`src/rtl/dmc_pkg.sv`:
```
// ----------------------------------------------------------------------------
// dmc_pkg
// Shared types and constants of the dynamic matrix control step block.
// ----------------------------------------------------------------------------
package dmc_pkg;

    // Default sizing
    localparam int DMC_HORIZON  = 30;
    localparam int DMC_SAMPLE_W = 16;

    // Fixed formats
    localparam int COEF_IDX_W = 5;   // width of the coefficient slot field
    localparam int FRAC_BITS  = 12;  // Q4.12 fraction bits
    localparam int DIGIT_W    = 8;   // multiplier digit consumed per cycle

    // Operation codes carried on tuser of the input stream
    localparam logic OP_LOAD   = 1'b0;
    localparam logic OP_SAMPLE = 1'b1;

    // Sequencer states
    typedef enum logic [2:0] {
        ST_IDLE,
        ST_MAC,
        ST_ROUND,
        ST_CLIP,
        ST_SUM,
        ST_DONE
    } t_state;

    // Control into the digit-serial multiply-accumulate unit
    typedef struct packed {
        logic load;   // take new operands, start a term
        logic clear;  // zero the accumulator
    } t_mac_ctl;

    // Status out of the multiply-accumulate unit
    typedef struct packed {
        logic busy;   // digits of a term still being consumed
        logic last;   // final digit of the current term this cycle
    } t_mac_sts;

    // Control into a register ring
    typedef struct packed {
        logic rotate; // step every entry one place towards the tap
        logic push;   // shift in a new entry at the tap, drop the oldest
        logic write;  // write one addressed entry
    } t_ring_ctl;

endpackage

```
`src/rtl/dmc_ring.sv`:
```
// ----------------------------------------------------------------------------
// dmc_ring
// Register ring with a single read tap at entry 0. It rotates one entry per
// cycle to present each element at the tap in turn, takes addressed writes
// and can push a new entry in at the tap.
// ----------------------------------------------------------------------------
module dmc_ring #(
    parameter int DEPTH = dmc_pkg::DMC_HORIZON,
    parameter int WIDTH = dmc_pkg::DMC_SAMPLE_W
) (
    input  logic                             i_clk,
    input  logic                             i_rst_n,
    input  dmc_pkg::t_ring_ctl               i_ctl,
    input  logic [dmc_pkg::COEF_IDX_W-1:0]   i_wr_idx,
    input  logic [WIDTH-1:0]                 i_wr_data,
    output logic [WIDTH-1:0]                 o_tap
);
    import dmc_pkg::*;

    logic [WIDTH-1:0] r_q [DEPTH];

    // Ring storage: rotate, push or addressed write
    always_ff @(posedge i_clk) begin
        if (!i_rst_n) begin
            for (int i = 0; i < DEPTH; i++) begin
                r_q[i] <= '0;
            end
        end else if (i_ctl.rotate) begin
            for (int i = 0; i < DEPTH - 1; i++) begin
                r_q[i] <= r_q[i+1];
            end
            r_q[DEPTH-1] <= r_q[0];
        end else if (i_ctl.push) begin
            for (int i = DEPTH - 1; i > 0; i--) begin
                r_q[i] <= r_q[i-1];
            end
            r_q[0] <= i_wr_data;
        end else if (i_ctl.write) begin
            // slots beyond the ring never match
            for (int i = 0; i < DEPTH; i++) begin
                if (int'(i_wr_idx) == i) begin
                    r_q[i] <= i_wr_data;
                end
            end
        end
    end

    assign o_tap = r_q[0];

endmodule

```
`src/rtl/dmc_mac.sv`:
```
// ----------------------------------------------------------------------------
// dmc_mac
// Digit-serial signed multiply-accumulate. The multiplier sits in a shift
// register and is consumed one digit per cycle, least significant first; the
// top digit is signed. Each partial product is aligned and added into a wide
// accumulator. A new term may be loaded in the cycle of the last digit.
// ----------------------------------------------------------------------------
module dmc_mac #(
    parameter int SAMPLE_WIDTH = dmc_pkg::DMC_SAMPLE_W,
    parameter int ACC_W        = 2 * dmc_pkg::DMC_SAMPLE_W + 8
) (
    input  logic                     i_clk,
    input  logic                     i_rst_n,
    input  dmc_pkg::t_mac_ctl        i_ctl,
    input  logic signed [SAMPLE_WIDTH:0] i_mcand,
    input  logic signed [SAMPLE_WIDTH:0] i_mplier,
    output dmc_pkg::t_mac_sts        o_sts,
    output logic signed [ACC_W-1:0]  o_acc
);
    import dmc_pkg::*;

    localparam int MC_W     = SAMPLE_WIDTH + 1;
    localparam int N_DIGITS = (MC_W + DIGIT_W - 1) / DIGIT_W;
    localparam int XW       = N_DIGITS * DIGIT_W;
    localparam int CNT_W    = $clog2(N_DIGITS);
    localparam int SH_W     = $clog2(XW);

    logic signed [MC_W-1:0]    r_mcand;
    logic [XW-1:0]             r_mplier;
    logic [CNT_W-1:0]          r_digit;
    logic [SH_W-1:0]           r_shamt;
    logic                      r_busy;
    logic signed [ACC_W-1:0]   r_acc;

    logic                      last_digit;
    logic signed [DIGIT_W:0]   digit_s;
    logic signed [MC_W+DIGIT_W:0] pp;
    logic signed [ACC_W-1:0]   pp_sh;

    // Current digit: unsigned except the most significant one
    assign last_digit = (r_digit == CNT_W'(N_DIGITS - 1));
    assign digit_s    = {last_digit & r_mplier[DIGIT_W-1], r_mplier[DIGIT_W-1:0]};
    assign pp         = r_mcand * digit_s;
    assign pp_sh      = ACC_W'(pp) <<< r_shamt;

    // Digit sequencing
    always_ff @(posedge i_clk) begin
        if (!i_rst_n) begin
            r_busy  <= 1'b0;
            r_digit <= '0;
        end else if (i_ctl.load) begin
            r_busy  <= 1'b1;
            r_digit <= '0;
        end else if (r_busy) begin
            if (last_digit) begin
                r_busy  <= 1'b0;
                r_digit <= '0;
            end else begin
                r_digit <= r_digit + 1'b1;
            end
        end
    end

    // Operand shift register and alignment
    always_ff @(posedge i_clk) begin
        if (i_ctl.load) begin
            r_mcand  <= i_mcand;
            r_mplier <= XW'(i_mplier);
            r_shamt  <= '0;
        end else if (r_busy) begin
            r_mplier <= r_mplier >> DIGIT_W;
            r_shamt  <= r_shamt + SH_W'(DIGIT_W);
        end
    end

    // Accumulator
    always_ff @(posedge i_clk) begin
        if (i_ctl.clear) begin
            r_acc <= '0;
        end else if (r_busy) begin
            r_acc <= r_acc + pp_sh;
        end
    end

    assign o_sts.busy = r_busy;
    assign o_sts.last = r_busy & last_digit;
    assign o_acc      = r_acc;

endmodule

```
`src/rtl/dmc_control_step.sv`:
```
// ----------------------------------------------------------------------------
// dmc_control_step
// Online dynamic matrix control law, single input single output.
//
// Input stream (s_axis): tuser selects the operation. A load word writes one
// gain slot (slot 0 the error gain, slots 1..HORIZON-1 the past-increment
// gains); slots beyond the horizon are ignored. A sample word carries the
// measured output and setpoint and yields one result word on m_axis holding
// the new control value, the applied increment and a saturation flag.
// Loads give no result.
// A sample is worked by the single multiply-accumulate unit, which takes
// one 8-bit multiplier digit per cycle, one gain term after another, while
// the gain and history rings step one entry per term.
// One sample is in work at a time; a finished result waits in the output
// register while the next word is taken, and a sample completes only once
// the output register is free, so a stalled receiver holds the block.
// Reset clears the gains, the increment history and the held control value;
// the block is ready as soon as reset is released.
// ----------------------------------------------------------------------------
module dmc_control_step #(
    parameter  int DYNAMICS_HORIZON = dmc_pkg::DMC_HORIZON,
    parameter  int SAMPLE_WIDTH     = dmc_pkg::DMC_SAMPLE_W,
    localparam int IN_DATA_W  = ((dmc_pkg::COEF_IDX_W + 3 * SAMPLE_WIDTH + 7) / 8) * 8,
    localparam int OUT_DATA_W = ((2 * SAMPLE_WIDTH + 7) / 8) * 8
) (
    input  logic                  i_clk,
    input  logic                  i_rst_n,
    // input stream
    input  logic                  s_axis_tvalid,
    output logic                  s_axis_tready,
    // coef_index, coef_value, measured_output, setpoint
    input  logic [IN_DATA_W-1:0]  s_axis_tdata,
    // operation
    input  logic                  s_axis_tuser,
    // result stream
    output logic                  m_axis_tvalid,
    input  logic                  m_axis_tready,
    // control_value, control_increment
    output logic [OUT_DATA_W-1:0] m_axis_tdata,
    // saturated
    output logic                  m_axis_tuser
);
    import dmc_pkg::*;

    localparam int SW     = SAMPLE_WIDTH;
    localparam int ACC_W  = 2 * SW + $clog2(DYNAMICS_HORIZON) + 3;
    localparam int TERM_W = $clog2(DYNAMICS_HORIZON);
    localparam logic [SW-1:0] SAT_MAX = {1'b0, {(SW-1){1'b1}}};
    localparam logic [SW-1:0] SAT_MIN = {1'b1, {(SW-1){1'b0}}};
    localparam logic signed [ACC_W-1:0] ROUND_HALF = ACC_W'(2 ** (FRAC_BITS - 1));

    // Input word fields
    logic [COEF_IDX_W-1:0] coef_index;
    logic [SW-1:0]         coef_value;
    logic [SW-1:0]         measured_output;
    logic [SW-1:0]         setpoint;

    assign coef_index      = s_axis_tdata[COEF_IDX_W-1:0];
    assign coef_value      = s_axis_tdata[COEF_IDX_W +: SW];
    assign measured_output = s_axis_tdata[COEF_IDX_W + SW +: SW];
    assign setpoint        = s_axis_tdata[COEF_IDX_W + 2 * SW +: SW];

    t_state r_state, n_state;

    logic [TERM_W-1:0]       r_term;
    logic signed [ACC_W-1:0] r_round;
    logic [SW-1:0]           r_inc;
    logic [SW-1:0]           r_ctl;
    logic                    r_hit;
    logic [SW-1:0]           r_held;
    logic                    r_out_valid;
    logic [SW-1:0]           r_out_ctl;
    logic [SW-1:0]           r_out_inc;
    logic                    r_out_hit;

    t_mac_ctl  mac_ctl;
    t_mac_sts  mac_sts;
    t_ring_ctl gain_ctl;
    t_ring_ctl hist_ctl;

    logic signed [ACC_W-1:0] mac_acc;
    logic signed [SW:0]      mac_mcand;
    logic signed [SW:0]      mac_mplier;
    logic [SW-1:0]           gain_tap;
    logic [SW-1:0]           hist_tap;
    logic signed [SW:0]      err;
    logic                    term_last;
    logic                    out_free;
    logic                    commit;

    logic signed [ACC_W-1:0] acc_sh;
    logic [ACC_W-SW:0]       acc_hi;
    logic [SW-1:0]           inc_clip;
    logic                    inc_hit;
    logic [SW:0]             ctl_sum;
    logic                    ctl_ovf;
    logic [SW-1:0]           ctl_clip;
    logic [SW-1:0]           applied;

    // Gain table ring: slot 0 at the tap between samples
    dmc_ring #(
        .DEPTH (DYNAMICS_HORIZON),
        .WIDTH (SW)
    ) u_gain_ring (
        .i_clk     (i_clk),
        .i_rst_n   (i_rst_n),
        .i_ctl     (gain_ctl),
        .i_wr_idx  (coef_index),
        .i_wr_data (coef_value),
        .o_tap     (gain_tap)
    );

    // Increment history ring: newest entry at the tap
    dmc_ring #(
        .DEPTH (DYNAMICS_HORIZON - 1),
        .WIDTH (SW)
    ) u_hist_ring (
        .i_clk     (i_clk),
        .i_rst_n   (i_rst_n),
        .i_ctl     (hist_ctl),
        .i_wr_idx  ('0),
        .i_wr_data (applied),
        .o_tap     (hist_tap)
    );

    // Shared multiply-accumulate unit
    dmc_mac #(
        .SAMPLE_WIDTH (SW),
        .ACC_W        (ACC_W)
    ) u_mac (
        .i_clk    (i_clk),
        .i_rst_n  (i_rst_n),
        .i_ctl    (mac_ctl),
        .i_mcand  (mac_mcand),
        .i_mplier (mac_mplier),
        .o_sts    (mac_sts),
        .o_acc    (mac_acc)
    );

    // Operand selection: error term first, then negated past-increment terms
    assign err        = $signed({setpoint[SW-1], setpoint})
                      - $signed({measured_output[SW-1], measured_output});
    assign mac_mcand  = (r_state == ST_IDLE) ? $signed({gain_tap[SW-1], gain_tap})
                                             : -$signed({gain_tap[SW-1], gain_tap});
    assign mac_mplier = (r_state == ST_IDLE) ? err
                                             : $signed({hist_tap[SW-1], hist_tap});

    assign term_last = (r_term == TERM_W'(DYNAMICS_HORIZON - 1));
    assign out_free  = !r_out_valid || m_axis_tready;

    // Next state
    always_comb begin
        n_state = r_state;
        case (r_state)
            ST_IDLE: begin
                if (s_axis_tvalid && s_axis_tuser == OP_SAMPLE) begin
                    n_state = ST_MAC;
                end
            end
            ST_MAC: begin
                if (mac_sts.last && term_last) begin
                    n_state = ST_ROUND;
                end
            end
            ST_ROUND: n_state = ST_CLIP;
            ST_CLIP:  n_state = ST_SUM;
            ST_SUM:   n_state = ST_DONE;
            ST_DONE: begin
                if (out_free) begin
                    n_state = ST_IDLE;
                end
            end
            default:  n_state = ST_IDLE;
        endcase
    end

    // State outputs
    always_comb begin
        s_axis_tready = 1'b0;
        mac_ctl       = '0;
        gain_ctl      = '0;
        hist_ctl      = '0;
        commit        = 1'b0;
        case (r_state)
            ST_IDLE: begin
                s_axis_tready = 1'b1;
                if (s_axis_tvalid) begin
                    if (s_axis_tuser == OP_LOAD) begin
                        gain_ctl.write = 1'b1;
                    end else begin
                        mac_ctl.load    = 1'b1;
                        mac_ctl.clear   = 1'b1;
                        gain_ctl.rotate = 1'b1;
                    end
                end
            end
            ST_MAC: begin
                if (mac_sts.last && !term_last) begin
                    mac_ctl.load    = 1'b1;
                    gain_ctl.rotate = 1'b1;
                    hist_ctl.rotate = 1'b1;
                end
            end
            ST_DONE: begin
                commit        = out_free;
                hist_ctl.push = out_free;
            end
            default: begin
                commit = 1'b0;
            end
        endcase
    end

    // State register and term counter
    always_ff @(posedge i_clk) begin
        if (!i_rst_n) begin
            r_state <= ST_IDLE;
            r_term  <= '0;
        end else begin
            r_state <= n_state;
            if (r_state == ST_IDLE) begin
                r_term <= '0;
            end else if (mac_ctl.load) begin
                r_term <= r_term + 1'b1;
            end
        end
    end

    // Scale back to Q4.12 and clip the increment
    assign acc_sh   = r_round >>> FRAC_BITS;
    assign acc_hi   = acc_sh[ACC_W-1:SW-1];
    assign inc_hit  = !((&acc_hi) || !(|acc_hi));
    assign inc_clip = !inc_hit ? acc_sh[SW-1:0]
                    : (acc_sh[ACC_W-1] ? SAT_MIN : SAT_MAX);

    // Add to the held value and clip
    assign ctl_sum  = {r_held[SW-1], r_held} + {r_inc[SW-1], r_inc};
    assign ctl_ovf  = ctl_sum[SW] ^ ctl_sum[SW-1];
    assign ctl_clip = !ctl_ovf ? ctl_sum[SW-1:0]
                    : (ctl_sum[SW] ? SAT_MIN : SAT_MAX);

    // Increment actually applied
    assign applied = r_ctl - r_held;

    // Post-processing pipeline
    always_ff @(posedge i_clk) begin
        case (r_state)
            ST_ROUND: r_round <= mac_acc + ROUND_HALF;
            ST_CLIP: begin
                r_inc <= inc_clip;
                r_hit <= inc_hit;
            end
            ST_SUM: begin
                r_ctl <= ctl_clip;
                r_hit <= r_hit | ctl_ovf;
            end
            default: r_round <= r_round;
        endcase
    end

    // Held control value
    always_ff @(posedge i_clk) begin
        if (!i_rst_n) begin
            r_held <= '0;
        end else if (commit) begin
            r_held <= r_ctl;
        end
    end

    // Result register
    always_ff @(posedge i_clk) begin
        if (!i_rst_n) begin
            r_out_valid <= 1'b0;
        end else if (commit) begin
            r_out_valid <= 1'b1;
        end else if (m_axis_tready) begin
            r_out_valid <= 1'b0;
        end
    end

    always_ff @(posedge i_clk) begin
        if (commit) begin
            r_out_ctl <= r_ctl;
            r_out_inc <= applied;
            r_out_hit <= r_hit;
        end
    end

    assign m_axis_tvalid = r_out_valid;
    assign m_axis_tdata  = OUT_DATA_W'({r_out_inc, r_out_ctl});
    assign m_axis_tuser  = r_out_hit;

    // The multiply-accumulate unit only runs inside the term sequence
    a_mac_in_seq: assert property (@(posedge i_clk) disable iff (!i_rst_n)
        mac_sts.busy |-> r_state == ST_MAC)
        else $error("multiply-accumulate busy outside the term sequence");

    // A new term is only loaded on the last digit of the previous one
    a_load_on_boundary: assert property (@(posedge i_clk) disable iff (!i_rst_n)
        (r_state == ST_MAC && mac_ctl.load) |-> mac_sts.last)
        else $error("term loaded before the previous term finished");

    // The term sequence ends only after the final term
    a_seq_end: assert property (@(posedge i_clk) disable iff (!i_rst_n)
        $fell(mac_sts.busy) |-> (r_state == ST_ROUND && $past(term_last)))
        else $error("term sequence ended early");

    // A waiting result is never overwritten
    a_no_overwrite: assert property (@(posedge i_clk) disable iff (!i_rst_n)
        (r_state == ST_DONE && r_out_valid && !m_axis_tready) |=> r_state == ST_DONE)
        else $error("sample completed over a waiting result");

    // Results come only from a completed sample
    a_result_source: assert property (@(posedge i_clk) disable iff (!i_rst_n)
        $rose(r_out_valid) |-> $past(r_state) == ST_DONE)
        else $error("result word without a completed sample");

endmodule

```
`config.mk`:
```
export PLATFORM = sky130hd
export DESIGN_NAME = dmc_control_step
export DESIGN_NICKNAME = d
export VERILOG_FILES = /design/src/rtl/dmc_pkg.sv /design/src/rtl/dmc_ring.sv /design/src/rtl/dmc_mac.sv /design/src/rtl/dmc_control_step.sv
export SDC_FILE = /design/constraint.sdc
export NUM_CORES = 2
export LEC_CHECK = 0
export BUFFER_PORTS_ARGS = -buffer_cell sky130_fd_sc_hd__buf_4
export CAP_MARGIN = 20
export CELL_PAD_IN_SITES_DETAIL_PLACEMENT = 0
export CELL_PAD_IN_SITES_GLOBAL_PLACEMENT = 1
export CORE_ASPECT_RATIO = 0.75
export CORE_MARGIN = 1
export CORE_UTILIZATION = 35
export CTS_BUF_LIST = sky130_fd_sc_hd__clkbuf_8
export CTS_CLUSTER_SIZE = 14
export DETAILED_ROUTE_END_ITERATION = 7
export PLACE_DENSITY = 0.58
export SETUP_SLACK_MARGIN = 0.2
export SLEW_MARGIN = 25
export SYNTH_ARGS = -nofsm -noshare
export SYNTH_HDL_FRONTEND = slang
export SYNTH_HIERARCHICAL = 1
export SYNTH_SLANG_ARGS = --single-unit
```
`constraint.sdc`:
```
create_clock -name i_clk -period 11.2 [get_ports i_clk]
set_input_delay 0.56 -clock i_clk [delete_from_list [all_inputs] [get_ports i_clk]]
set_output_delay 0.56 -clock i_clk [all_outputs]
set_load 0.03 [all_outputs]
```
# Yosys cells after proc, flatten, opt, wreduce, memory -nomap -nowiden

Memories as Yosys holds them, arrays and structs flattened.
Cells that the tools add are included.

Multipliers: 1
$add $sub $neg: 9
Eq/ne operators: 39
Bitwise logic cells: 123
Muxes and demuxes: 312
Shifts and indexed selects: 1
Reduce and logical (&&, ||, !) cells: 19

Operators by type and width:

| cell                                           | number |
|---|---|
| two-way mux 16 bit                             | 122 |
| two-way mux 1 bit                              | 176 |
| bitwise OR 1 bit                               | 119 |
| == test 5 bit, second input constant           | 17 |
| two-way mux 24 bit                             | 2 |
| adder 40 x 13 -> 40 bit, second input constant | 1 |
| adder 40 bit                                   | 1 |
| == test 5 x 4 -> 1 bit, second input constant  | 8 |
| <<< shifter 26 x 5 -> 40 bit                   | 1 |
| two-way mux 17 bit                             | 2 |
| multiplier 17 x 9 -> 26 bit                    | 1 |
| == test 5 x 3 -> 1 bit, second input constant  | 4 |
| case mux 3 bit (6 select lines)                | 1 |
| adder 16 x 16 -> 17 bit                        | 1 |
| negator 16 -> 17 bit                           | 1 |
| subtractor 16 x 16 -> 17 bit                   | 1 |
| subtractor 16 bit                              | 1 |
| AND reduction 13 bit                           | 1 |
| OR reduction 13 bit                            | 1 |
| two-way mux 3 bit                              | 3 |
| == test 3 x 2 -> 1 bit, second input constant  | 2 |
| == test 3 bit, second input constant           | 2 |
| two-way mux 2 bit                              | 3 |
| case mux 1 bit (2 select lines)                | 3 |
| 19 further kinds                               | 30 |

Bits in registers: 220
Input bits: 61
Bits in writable memories: 944
Output and inout port bits: 35
Memories kept: 2
Logic and storage cells: 523

Memories:

| name            | words | width | read ports | clocked after memory_dff | write ports | RTL line       | source |
|---|---|---|---|---|---|---|---|
| u_gain_ring.r_q | 30    | 16    | 30         | 0                        | 30          | dmc_ring.sv:20 | `logic [WIDTH-1:0] r_q [DEPTH];` |
| u_hist_ring.r_q | 29    | 16    | 29         | 0                        | 29          | dmc_ring.sv:20 |  |

# Depth between registers and ports, before layout

Depth after elaboration: 10
Depth in mapped cells: 34
Depth with buffers taken out: 32

# Modules after synthesis

Netlist, hierarchy kept.

By module, submodules not included:

| module                  | area each (µm²) | times used | seq. area each (µm²) | cells each |
|---|---|---|---|---|
| dmc_ring at u_gain_ring | 24847.6         | 1          | 14413.8              | 2327 |
| dmc_ring at u_hist_ring | 23927.9         | 1          | 13933.4              | 2235 |
| dmc_mac                 | 10696.5         | 1          | 1921.8               | 1209 |
| dmc_control_step        | 7464.7          | 1          | 3323.2               | 745 |

# Least setup slack after synthesis

Ideal clock, no wire load.

Path kind: register -> register
Start point: register u_mac.r_mplier[7]
End point: register u_mac.r_acc[39] (netlist: u_mac/o_acc[39])
Buffers on the path: 2
Library setup time: 0.121 ns
Cell stages (with the launch flop): 31
Clock period less this slack: 7.655 ns
Data arrival time: 7.534 ns
Required time: 11.079 ns
Path slack: 3.545 ns
Cells stage by stage: edfxtp_1 -> nand3b_1 -> clkbuf_1 -> nor2_1 -> fa_1 -> inv_1 -> fa_1 -> fa_1 -> inv_1 -> fa_1 -> ha_1 -> ha_1 -> a21o_1 -> a21o_1 -> o31ai_1 -> a21oi_4 -> a221oi_4 -> xor2_1 -> nor2_2 -> a221o_1 -> a31o_1 -> ha_1 -> buf_2 -> a21oi_1 -> o21ai_0 -> a22o_1 -> a31oi_1 -> a211oi_1 -> or2_2 -> mux2i_1 -> mux2_2

Word-level cells in the longest chain between the ends: 4

Ends and longest elaborated chain:

| element                        | RTL line      | source |
|---|---|---|
| from (decl)                    | dmc_mac.sv:29 | `logic [XW-1:0] r_mplier;` |
| from (signal assigned)         | dmc_mac.sv:68 | `r_mplier <= XW'(i_mplier);` |
| from (signal assigned)         | dmc_mac.sv:71 | `r_mplier <= r_mplier >> DIGIT_W;` |
| AND 1 bit                      | dmc_mac.sv:42 | `assign digit_s = {last_digit & r_mplier[DIGIT_W-1], r_mplier[DIGIT_W-1:0]};` |
| multiplier 17 x 9 -> 26 bit *  | dmc_mac.sv:43 | `assign pp = r_mcand * digit_s;` |
| <<< shifter 26 x 5 -> 40 bit * | dmc_mac.sv:44 | `assign pp_sh = ACC_W'(pp) <<< r_shamt;` |
| adder 40 bit *                 | dmc_mac.sv:81 | `r_acc <= r_acc + pp_sh;` |
| to (signal assigned)           | dmc_mac.sv:81 |  |
| to (decl)                      | dmc_mac.sv:33 | `logic signed [ACC_W-1:0] r_acc;` |

Mark *: on every way between the ends. The rest lies on a longest branch, timed or not.
A chain may end at the register's enable or synchronous reset.

# Final worst setup path

Ends and elaborated chain as after synthesis.

==> reports/results.txt <==
Final Max Slew Viols: 1021
Worst EP arrival: 9.80 ns
Clock Root Buffer: clkbuf_8
Max Root-Sink Buffers: 3
Met2 usage: 34.9%
DP HPWL: 145000 um
Crit Path Category: reg -> reg
# DRC: 0
CTS tree: yes
Vias in the first global route: 52600
Crit-path slowest cell: edfxtp_1
Area Growth Syn to Fin: 8.72%
Worst slew margin: -1290%
Vias per cell: 6.10
Critical Path Sink: u_mac/o_acc[39]
Worst r2r path cells: 31
Clk pin slew, worst setup/hold paths: 0.07 ns
Crit path largest cell delay: 0.74 ns
Fmax: 0.111 GHz
Crit share post-route: 80.2%
First-pass GRT wire length: 349000 um
CTS H-Tree Depth: 4
Drt pass-1 iters: 6
Initial antenna violation count: 12
Layout cells sized above 1: 8.34%
Nets@finish: 6590
Design area: 72800 um^2
WL/cell: 26.2 um
Failing checks: slew limit
Hold Crit Class: in -> reg
DP Area: 69200 um^2
DRT antenna net count: 0
Initial DRC Count: 6155
CP required: 12.02 ns
Met1 GRT Util: 35.3%
Post-CTS setup buffer count: 0
Gpl congestion: 0.830
Most frequent CP cell: fa_1
GRT Residual Overflow: 0
Core Region: 189000 um^2
Average size of a mapped cell: 10.3 um^2
Dpl cells: 8577
Num ports: 96
Final Setup Violations: 0
Cell row count: 138
Mapped cell area: 66900 um^2
Layout Skew: 0.0621 ns
Launching point of the worst reg2reg path: u_mac/r_mplier[7]
Yosys warning total: 6
Routed wire length: 234000 um
Clock Sinks: 1142
Cts repair resizes: 0
Reg2reg setup slack: 2.22 ns
Worst Setup SP: u_mac/r_mplier[7]
Total CTS buffers: 194
Worst slew pin tran: 20.86 ns
Met3 GRT Util: 3.87%
Setup_tns: 0 ns
Leak: 24.7 nW
Die W: 507 um
Tot Pwr: 15.5 mW
Hold-fix buffers at CTS: 0
WHS: 0.130 ns
GRT busiest layer: met1
Clock Latency Late Sink: 0.95 ns
Maximum VDD drop: 0.201 mV
Fin cells: 8940
Pin count of the biggest net entering global routing: 289
# port buffers: 92
Starting Density: 35.4%
Vias: 54500
RSZ-0062 raised after global routing: no
Hold Vio Cnt, Final: 0
Max_cap viols: 0
Crit. End Element: flip-flop
Worst-path fanout max: 18
Power Density: 213 nW/um^2
GRT Resource Usage Total: 23.4%
Worst R2R End: u_mac/o_acc[39]
Status: complete, but fails checks
Final worst path period need: 8.98 ns
Startpoint Class: flip-flop
Die area: 193000 um^2
Syn Inst Count: 6515
Die height: 381 um
## flip-flops by register name (all words and copies together), names as in the netlist, 17 cells and up
signal	count
u_mac/o_acc	40
u_hist_ring/r_q	464
u_mac/r_mcand	17
u_mac/r_mplier	17
r_round	28
u_gain_ring/r_q	480
## power breakdown
part / internal [mW] / total, mW / leakage, nW / switching [mW]
clock network: 1.68 / 3.59 / 2.02 / 1.91
registers: 5.03 / 5.34 / 11.9 / 0.315
logic: 2.48 / 6.56 / 10.7 / 4.08
total: 9.19 / 15.5 / 24.7 / 6.30
## area by class of cell
type	count	area, um^2
multi-input cells	4516	30100
fillers	18900	116000
inverters	192	737
clock buffers	195	2680
diodes	8	20.0
flip-flops and latches	1142	33600
clock inverters	158	812
well taps	2520	3150
repair buffers	209	1680
## layout by cell type (no fill, tap or decap), drive strengths merged, types with 10 or more instances in the layout
cell type	n
mux2i	43
a31oi	145
dfxtp	70
a21oi	205
conb	38
o2bb2ai	49
o22ai	470
clkbuf	195
ha	144
nand4b	12
a211oi	24
and2	98
xnor2	86
a22oi	580
a311oi	227
o21bai	11
nor3	264
fa	130
xor2	45
and3	21
nand4	79
nand4bb	12
mux2	10
o21ai	120
nand3	50
nand2b	23
nand2	1077
inv	261
or2	29
clkinv	82
o31ai	156
o211ai	13
nor2b	28
nor2	127
a21boi	22
buf	209
edfxtp	1072
o21a	26
a21o	56
## worst min path at each step
stage	to	depth (start not counted)	from	slack, ns
2_1_floorplan	m_axis_tuser	0	r_hit	0.43
3_3_place_gp	m_axis_tuser	0	r_hit	0.44
3_5_place_dp	m_axis_tuser	0	r_hit	0.43
4_1_cts	r_state[0]	3	s_axis_tvalid	0.04
5_1_grt	r_state[0]	3	s_axis_tvalid	0.07
6_report	r_state[0]	3	s_axis_tvalid	0.13
## worst max-delay path, delay by kind of cell, from the launching register on
family / cells / cell delay, ns
AND/OR/NAND/NOR: 6 / 1.44
XOR/XNOR: 1 / 0.18
buffers and inverters: 4 / 0.38
adder cells (fa/ha/maj): 7 / 3.25
multiplexers: 3 / 0.64
AO/OA/AOI/OAI: 10 / 2.21
flip-flops: 1 / 0.74
## stage by stage
stage	setup slack, ns	utilization (%)
CTS	2.18	38.4
floorplan	3.54	-
detailed placement	2.22	36.6
global placement	2.22	36.5
finish	2.22	38.5
global route	1.64	38.4
## metal layers
layer | part of all wire, % | routed length [um] | vias to the layer above
met5 | 0 | 0 | -
met4 | 1.9 | 4530 | 0
met3 | 7.3 | 17000 | 293
met2 | 44 | 103000 | 2190
met1 | 47 | 110000 | 27600
li1 | - | - | 24500
Note: power is estimated with default switching activity, not from simulation.
